`src/smq_pkg.sv`:
```
// Shared types and codes for the sorted multiset queue.
package smq_pkg;

   localparam int unsigned CapacityDefault = 16;
   localparam int unsigned ValueWidth = 32;
   localparam int unsigned EntriesWidth = 5;
   localparam int unsigned StatusWidth = 2;

   typedef logic signed [ValueWidth-1:0] value_type;

   typedef enum logic {
      OP_INSERT = 1'b0,
      OP_DELETE = 1'b1
   } op_type;

   typedef enum logic [StatusWidth-1:0] {
      ST_DONE    = 2'd0,
      ST_FULL    = 2'd1,
      ST_MISSING = 2'd2
   } status_type;

   // Broadcast from the top level to every cell in the row.
   typedef struct packed {
      logic      insert_en;
      logic      delete_en;
      logic      is_insert;
      value_type value;
   } cmd_type;

   // What a cell shows its neighbors.
   typedef struct packed {
      logic      valid;
      logic      keep;
      value_type value;
   } link_type;

endpackage

```
`src/smq_if.sv`:
```
// Request and response channel interfaces of the sorted multiset queue.
interface smq_req_if;
   logic                valid;
   logic                ready;
   smq_pkg::op_type     op;
   smq_pkg::value_type  value;

   modport source(output valid, output op, output value, input ready);
   modport sink(input valid, input op, input value, output ready);
endinterface

interface smq_rsp_if;
   logic                                  valid;
   logic                                  ready;
   smq_pkg::value_type                    smallest;
   smq_pkg::value_type                    largest;
   logic [smq_pkg::EntriesWidth-1:0]      entries;
   logic                                  is_empty;
   logic [smq_pkg::StatusWidth-1:0]       status;

   modport source(output valid, output smallest, output largest, output entries,
                  output is_empty, output status, input ready);
   modport sink(input valid, input smallest, input largest, input entries,
                input is_empty, input status, output ready);
endinterface

```
`src/smq_cell.sv`:
```
// One compare-and-shift cell of the sorted row.
module smq_cell (
   input  logic               clock,
   input  logic               reset,
   input  smq_pkg::cmd_type   cmd,
   input  smq_pkg::link_type  from_left,
   input  smq_pkg::link_type  from_right,
   output smq_pkg::link_type  link_out,
   output logic               match,
   output smq_pkg::value_type last_value
);

   logic               valid_ff, valid_in;
   smq_pkg::value_type value_ff, value_in;
   logic               le, lt;

   assign le = valid_ff && (value_ff <= cmd.value);
   assign lt = valid_ff && (value_ff < cmd.value);

   // Insert goes after equal values; delete stops at the first equal one.
   assign link_out.keep  = cmd.is_insert ? le : lt;
   assign link_out.valid = valid_ff;
   assign link_out.value = value_ff;

   assign match      = valid_ff && (value_ff == cmd.value);
   assign last_value = (valid_ff && !from_right.valid) ? value_ff : '0;

   always_comb begin
      valid_in = valid_ff;
      value_in = value_ff;
      if (cmd.insert_en && !le) begin
         valid_in = valid_ff | from_left.valid;
         value_in = from_left.keep ? cmd.value : from_left.value;
      end else if (cmd.delete_en && !lt) begin
         valid_in = from_right.valid;
         value_in = from_right.value;
      end
   end

   always_ff @(posedge clock) begin
      if (reset) begin
         valid_ff <= 1'b0;
      end else begin
         valid_ff <= valid_in;
      end
      value_ff <= value_in;
   end

endmodule

```
`src/sorted_multiset_queue_top.sv`:
```
// Top level of the sorted multiset queue: cell row, count and response register.
//
//   channel  dir  payload                                       transfer when
//   req_ch   in   op, value                                     valid && ready
//   rsp_ch   out  smallest, largest, entries, is_empty, status  valid && ready
//
// An item updates the whole cell row at the edge it transfers; pending_ff then
// marks it, and its response is registered once the response slot is free, so
// one item per cycle is sustained while rsp_ch is not stalled.
// Reset empties the row at once; cell contents are not cleared.
// A stalled response holds one finished item in flight, then req_ch.ready drops.
module sorted_multiset_queue_top #(
   parameter int unsigned CAPACITY = smq_pkg::CapacityDefault
) (
   input  logic  clock,
   input  logic  reset,
   smq_req_if.sink   req_ch,
   smq_rsp_if.source rsp_ch
);

   localparam int unsigned CountWidth = $clog2(CAPACITY + 1);

   smq_pkg::cmd_type   cmd;
   smq_pkg::link_type  links [CAPACITY];
   smq_pkg::link_type  left_in [CAPACITY];
   smq_pkg::link_type  right_in [CAPACITY];
   logic [CAPACITY-1:0] match_vec;
   logic [CAPACITY-1:0] valid_vec;
   smq_pkg::value_type last_vals [CAPACITY];
   smq_pkg::value_type largest_now;

   logic [CountWidth-1:0]  count_ff, count_in;
   logic                   pending_ff;
   smq_pkg::status_type    status_ff, status_in;
   logic                   rsp_valid_ff;
   smq_pkg::value_type     smallest_ff, largest_ff;
   logic [smq_pkg::EntriesWidth-1:0] entries_ff;
   logic                   is_empty_ff;
   smq_pkg::status_type    rsp_status_ff;

   logic accept, full, found, slot_free;

   assign slot_free    = !rsp_valid_ff || rsp_ch.ready;
   assign req_ch.ready = !pending_ff || slot_free;
   assign accept       = req_ch.valid && req_ch.ready;
   assign full         = (count_ff == CountWidth'(CAPACITY));
   assign found        = |match_vec;

   assign cmd.is_insert = (req_ch.op == smq_pkg::OP_INSERT);
   assign cmd.value     = req_ch.value;
   assign cmd.insert_en = accept && cmd.is_insert && !full;
   assign cmd.delete_en = accept && !cmd.is_insert && found;

   always_comb begin
      count_in  = count_ff;
      status_in = smq_pkg::ST_DONE;
      if (cmd.insert_en) begin
         count_in = count_ff + 1'b1;
      end else if (cmd.delete_en) begin
         count_in = count_ff - 1'b1;
      end
      if (cmd.is_insert && full) begin
         status_in = smq_pkg::ST_FULL;
      end else if (!cmd.is_insert && !found) begin
         status_in = smq_pkg::ST_MISSING;
      end
   end

   // Neighbor wiring: the head sees a kept, valid left edge so it takes the value.
   always_comb begin
      for (int i = 0; i < CAPACITY; i++) begin
         if (i == 0) begin
            left_in[i] = '{valid: 1'b1, keep: 1'b1, value: '0};
         end else begin
            left_in[i] = links[i-1];
         end
         if (i == CAPACITY - 1) begin
            right_in[i] = '{valid: 1'b0, keep: 1'b0, value: '0};
         end else begin
            right_in[i] = links[i+1];
         end
         valid_vec[i] = links[i].valid;
      end
   end

   for (genvar g = 0; g < CAPACITY; g++) begin : g_cell
      smq_cell u_cell (
         .clock      (clock),
         .reset      (reset),
         .cmd        (cmd),
         .from_left  (left_in[g]),
         .from_right (right_in[g]),
         .link_out   (links[g]),
         .match      (match_vec[g]),
         .last_value (last_vals[g])
      );
   end

   // Only the last valid cell drives a nonzero value.
   always_comb begin
      largest_now = '0;
      for (int i = 0; i < CAPACITY; i++) begin
         largest_now = largest_now | last_vals[i];
      end
   end

   always_ff @(posedge clock) begin
      if (reset) begin
         count_ff     <= '0;
         pending_ff   <= 1'b0;
         rsp_valid_ff <= 1'b0;
      end else begin
         count_ff <= count_in;
         if (accept) begin
            pending_ff <= 1'b1;
         end else if (slot_free) begin
            pending_ff <= 1'b0;
         end
         if (pending_ff && slot_free) begin
            rsp_valid_ff <= 1'b1;
         end else if (rsp_ch.ready) begin
            rsp_valid_ff <= 1'b0;
         end
      end
      if (accept) begin
         status_ff <= status_in;
      end
      if (pending_ff && slot_free) begin
         smallest_ff   <= links[0].valid ? links[0].value : '0;
         largest_ff    <= largest_now;
         entries_ff    <= smq_pkg::EntriesWidth'(count_ff);
         is_empty_ff   <= (count_ff == '0);
         rsp_status_ff <= status_ff;
      end
   end

   assign rsp_ch.valid    = rsp_valid_ff;
   assign rsp_ch.smallest = smallest_ff;
   assign rsp_ch.largest  = largest_ff;
   assign rsp_ch.entries  = entries_ff;
   assign rsp_ch.is_empty = is_empty_ff;
   assign rsp_ch.status   = rsp_status_ff;

   a_count_matches_cells: assert property (@(posedge clock) disable iff (reset)
      $countones(valid_vec) == count_ff)
      else $error("count differs from number of occupied cells");

   a_cells_packed: assert property (@(posedge clock) disable iff (reset)
      ((valid_vec + 1'b1) & valid_vec) == '0)
      else $error("occupied cells are not a prefix of the row");

   a_full_flagged: assert property (@(posedge clock) disable iff (reset)
      accept && cmd.is_insert && full |=> status_ff == smq_pkg::ST_FULL)
      else $error("insert into full row not flagged");

   a_count_steady_on_miss: assert property (@(posedge clock) disable iff (reset)
      accept && !cmd.is_insert && !found |=> $stable(count_ff))
      else $error("failed delete changed the count");

endmodule

```
`src/flat_wrapper.sv`:
```
// flat-port wrapper written by rule: the top's interface ports become plain ports
module sorted_multiset_queue_top_flat 
#(
   parameter int unsigned CAPACITY = smq_pkg::CapacityDefault
)
  (clock, reset, req_ch_valid, req_ch_op, req_ch_value, req_ch_ready, rsp_ch_valid, rsp_ch_smallest, rsp_ch_largest, rsp_ch_entries, rsp_ch_is_empty, rsp_ch_status, rsp_ch_ready);
  smq_req_if req_ch_i ();
  smq_rsp_if rsp_ch_i ();
  input  logic clock;
  input  logic reset;
  input wire logic [$bits(req_ch_i.valid)-1:0] req_ch_valid;
  input wire logic [$bits(req_ch_i.op)-1:0] req_ch_op;
  input wire logic [$bits(req_ch_i.value)-1:0] req_ch_value;
  output wire logic [$bits(req_ch_i.ready)-1:0] req_ch_ready;
  output wire logic [$bits(rsp_ch_i.valid)-1:0] rsp_ch_valid;
  output wire logic [$bits(rsp_ch_i.smallest)-1:0] rsp_ch_smallest;
  output wire logic [$bits(rsp_ch_i.largest)-1:0] rsp_ch_largest;
  output wire logic [$bits(rsp_ch_i.entries)-1:0] rsp_ch_entries;
  output wire logic [$bits(rsp_ch_i.is_empty)-1:0] rsp_ch_is_empty;
  output wire logic [$bits(rsp_ch_i.status)-1:0] rsp_ch_status;
  input wire logic [$bits(rsp_ch_i.ready)-1:0] rsp_ch_ready;
  assign req_ch_i.valid = req_ch_valid;
  assign req_ch_i.op = req_ch_op;
  assign req_ch_i.value = req_ch_value;
  assign req_ch_ready = req_ch_i.ready;
  assign rsp_ch_valid = rsp_ch_i.valid;
  assign rsp_ch_smallest = rsp_ch_i.smallest;
  assign rsp_ch_largest = rsp_ch_i.largest;
  assign rsp_ch_entries = rsp_ch_i.entries;
  assign rsp_ch_is_empty = rsp_ch_i.is_empty;
  assign rsp_ch_status = rsp_ch_i.status;
  assign rsp_ch_i.ready = rsp_ch_ready;
  sorted_multiset_queue_top #(.CAPACITY(CAPACITY)) u_core (.clock(clock), .reset(reset), .req_ch(req_ch_i), .rsp_ch(rsp_ch_i));
endmodule
```
`config.mk`:
```
export PLATFORM = sky130hd
export DESIGN_NAME = sorted_multiset_queue_top_flat
export DESIGN_NICKNAME = d
export VERILOG_FILES = /design/src/smq_pkg.sv /design/src/smq_if.sv /design/src/smq_cell.sv /design/src/sorted_multiset_queue_top.sv /design/src/flat_wrapper.sv
export SDC_FILE = /design/constraint.sdc
export NUM_CORES = 2
export LEC_CHECK = 0
export BUFFER_PORTS_ARGS = -buffer_cell sky130_fd_sc_hd__buf_2
export CAP_MARGIN = 20
export CORE_MARGIN = 5
export CORE_UTILIZATION = 58
export DETAILED_ROUTE_END_ITERATION = 10
export HOLD_SLACK_MARGIN = 0.03
export PLACE_DENSITY = 0.84
export SKIP_LAST_GASP = 1
export SYNTH_ARGS = -nofsm -noshare
export SYNTH_HDL_FRONTEND = slang
export SYNTH_SLANG_ARGS = --single-unit
```
`constraint.sdc`:
```
create_clock -name clock -period 4.8 [get_ports clock]
set_input_delay 0.24 -clock clock [delete_from_list [all_inputs] [get_ports clock]]
set_output_delay 0.24 -clock clock [all_outputs]
set_load 0.02 [all_outputs]
```
==> metrics.yaml <==
run_status:
  status: "finished, final reports clean"
routing:
  drtIter0Drc: 6519
  avgRoutedWirePerCell_um: 28.50
  vias_per_cell: 7.080
  drt_pass1_iterations: 6
  drt_wl_total_um: 158700
  vias: 39420
  drc: 0
  final_antenna_net_count: 0
sta:
  timing.final.ws_setup_ns: 0.6833
  setup_viol_count_final: 0
  max_freq_ghz: 0.2429
  setup_tns_ns: 0
  hold_viol: 0
  final-max-slew-violation-count: 0
  timing.final.crit_share_pct: 85.76
  finalCriticalPeriod_ns: 4.117
  fin_worst_skew_ns: 0.02833
  rsz0062_at_grt: "false"
  tightest_slew_ns: 1.263
  relSlewSlack_pct: 15.62
yosys:
  syn_area_per_cell_um2: 10.10
  yosys.cell_count.top_type: "a21oi_1"
  synth_warnings: 0
  ys_top_cells_by_count: "a21oi_1, edfxtp_1, ha_1"
  ys_top_cells_by_area: "edfxtp_1, ha_1, mux2i_1"
  synthDominantCellAreaShare_pct: 39.64
  async_flop_share_pct: 0
  synth_seq_cells: 609
  synth_area_um2: 44400
  ys_seq_area_share_pct: 40.67
  ys_types: 87
  syn-instance-count: 4397
  yosys.area.top_type: "edfxtp_1"
  dominantRegCellSynth: "edfxtp_1"
  synth_edf_count: 586
  syn-num-nets: 4950
setup_path:
  slowest_stage: "a2111oi_0"
  cp-start-kind: "input pin"
  r2r_start: "u_core.g_cell[9].u_cell.value_ff[13]"
  worstPathArrival_ns: 4.48
  r2r_cells: 9
  crit_required_ns: 5.16
  cp-end-kind: "flip-flop"
  cp_max_fo: 20
  cpPeakStageDelay_ns: 0.93
  reg2reg_slack_ns: 0.72
  critPathKind: "input pin to flip-flop"
  reg2reg_to: "u_core.g_cell[10].u_cell.value_ff[28]"
  crit_chain: "buf_2 > inv_1 > buf_4 > ha_1 > nand4_1 > a2111oi_0 > o32ai_1 > mux2_2 > o21ai_0 > and2_2 > buf_12 > mux2i_1 > a21oi_1"
place:
  io_buffers: 110
  place.gp.congestion: 1.038
  hpwlAfterDp_um: 120100
  dpl_worst_slack_ns: 0.1846
cts:
  clock-sinks: 609
  h-tree-depth: 3
  clk_latency_ns: 0.64
  post_cts_resized: 0
  cts_buffers: 71
  post-cts-setup-buffers: 0
  cts_tree: "built"
  cts_buffer_depth: 3
  root_buffer: "clkbuf_16"
  clk_pin_slew_ns: 0.06
power_and_ir_drop:
  pwr_density_cell_nw_per_um2: 314.4
  ir_drop_mv: 0.2817
  power_leakage_nw: 20.41
global_routing:
  grt_antenna_before_repair: 4
  track_usage_pct: 37.19
  grt_pass1_wl_um: 232500
  grt_pass1_vias: 37000
  grt_overflow: 0
  grt_max_degree: 65
floorplanning:
  io-pin-count: 111
  dieArea_um2: 82180
  die_height_um: 286.7
  die_w_um: 286.7
  coreArea_um2: 75950
  initial_core_util_pct: 58.46
  rows: 101
finish:
  fillers: 5781
  multi_input_area_um2: 25100
  fin_nets: 5035
  register_area_um2: 18060
  layout-drive-gt1-share_pct: 12.06
  area_growth_pct: 11.58
min_path:
  hp-class: "input pin to flip-flop"
  hold_path_depth: 2
  hold_end: "u_core.pending_ff"
  min_from: "reset"
run:
  maxCapViolCount: 0
==> layer usage <==
layer / up-vias / part of all wire (%) / GRT usage [%]
li1: 17200 / - / -
met1: 18610 / 37 / 50.99
met2: 3189 / 41 / 52.50
met4: 0 / 4.4 / 14.30
met3: 425 / 18 / 15.51
met5: - / 0 / 0
==> area by class of cell <==
type | count | area share, %
timing repair buffer | 293 | 4.930
multi-input combinational | 3440 | 50.66
inverter | 67 | 0.5077
clock buffer | 95 | 4.003
clock inverter | 31 | 0.8234
sequential | 609 | 36.46
tap | 1030 | 2.602
antenna | 3 | 0.01515
==> registers in the layout, indices dropped and copies added (netlist names) <==
register and cells:
u_core.rsp_ch.status 2, u_core.rsp_ch.smallest 32, u_core.rsp_ch.is_empty 1, u_core.g_cell.u_cell.value_ff 512, u_core.pending_ff 1, u_core.g_cell.u_cell.valid_ff 16
u_core.rsp_ch.valid 1, u_core.rsp_ch.largest 32, u_core.rsp_ch.entries 5, u_core.status_ff 2, u_core.count_ff 5
==> cell usage in the layout, fill, tap and decap left out, types with 16 or more instances in the layout <==
cell type	instances
a211oi_1	16
a21o_1	49
a21oi_1	574
a21oi_4	16
a221oi_1	132
a22o_1	129
a2bb2oi_1	16
and2_1	41
buf_12	41
buf_2	110
buf_4	140
clkbuf_1	18
clkbuf_16	76
dfxtp_1	22
edfxtp_1	586
ha_1	515
inv_1	67
mux2_2	65
mux2i_1	359
nand2_1	350
nand3_1	74
nand4_1	156
nor2_1	337
nor2b_1	31
nor3_1	16
nor4_1	26
o211ai_1	17
o21a_1	18
o21ai_0	253
o21ai_1	63
==> power breakdown <==
part / internal, mW / total (mW) / leakage (nW) / switching (mW)
Clock: 3.43 / 5.75 / 1.16 / 2.32
Sequential: 6.34 / 6.89 / 5.69 / 0.541
Combinational: 1.11 / 2.94 / 13.6 / 1.83
==> how the worst max path moves through the flow <==
stage / start / endpoint / slack [ns] / depth (start not counted)
floorplan: req_ch_value[31] / u_core.g_cell[7].u_cell.value_ff[0] / 0.37 / 12
global placement: req_ch_value[9] / u_core.g_cell[3].u_cell.value_ff[22] / 0.32 / 13
detailed placement: req_ch_value[9] / u_core.g_cell[3].u_cell.value_ff[12] / 0.18 / 13
CTS: u_core.g_cell[9].u_cell.value_ff[15] / u_core.g_cell[10].u_cell.value_ff[25] / 0.80 / 9
global route: u_core.g_cell[12].u_cell.value_ff[31] / u_core.g_cell[12].u_cell.value_ff[25] / 0.57 / 10
finish: req_ch_value[9] / u_core.g_cell[3].u_cell.value_ff[22] / 0.68 / 13
==> repair_timing <==
item,in CTS,in global routing
endpoints found under the hold margin,2,0
hold buffers,2,0
endpoints found under the setup margin,0,0
==> through the flow <==
| step | power (mW) | area [um2] | hold WS (ns) | util, % | instances |
|---|---|---|---|---|---|
| final | 15.57 | 49540 | 0.09912 | 65.22 | 5568 |
| after global placement | 9.621 | 47100 | 0.4022 | 62.01 | 5436 |
| after detailed placement | 9.752 | 47100 | 0.4061 | 62.01 | 5436 |
| after floorplan | 8.630 | 44400 | 0.3574 | - | 4397 |
| after CTS | 15.42 | 49510 | 0.06795 | 65.19 | 5564 |
| after global routing | 16.08 | 49530 | 0.1038 | 65.22 | 5566 |
==> cell families (layout without fill, tap and decap cells) <==
kind of cell	after synthesis	count (layout)	share of synthesized area [%]
buffers and inverters	348	486	3.720
and+or+nand+nor	1112	1112	11.72
xor gates and xnor gates	5	5	0.09866
DFF	609	609	40.67
adders and majority gates	516	516	14.56
muxes	427	427	9.822
other	0	3	0
AOI/OAI and AO/OA	1380	1380	19.41
==> worst max-delay path, delay by kind of cell <==
| kind | cells | cell delay (ns) |
|---|---|---|
| compound gates | 4 | 1.30 |
| simple gates | 2 | 0.76 |
| mux | 2 | 0.58 |
| fa+ha+maj | 1 | 0.30 |
| buf+inv | 4 | 1.28 |
(Power assumes the default switching activity.)
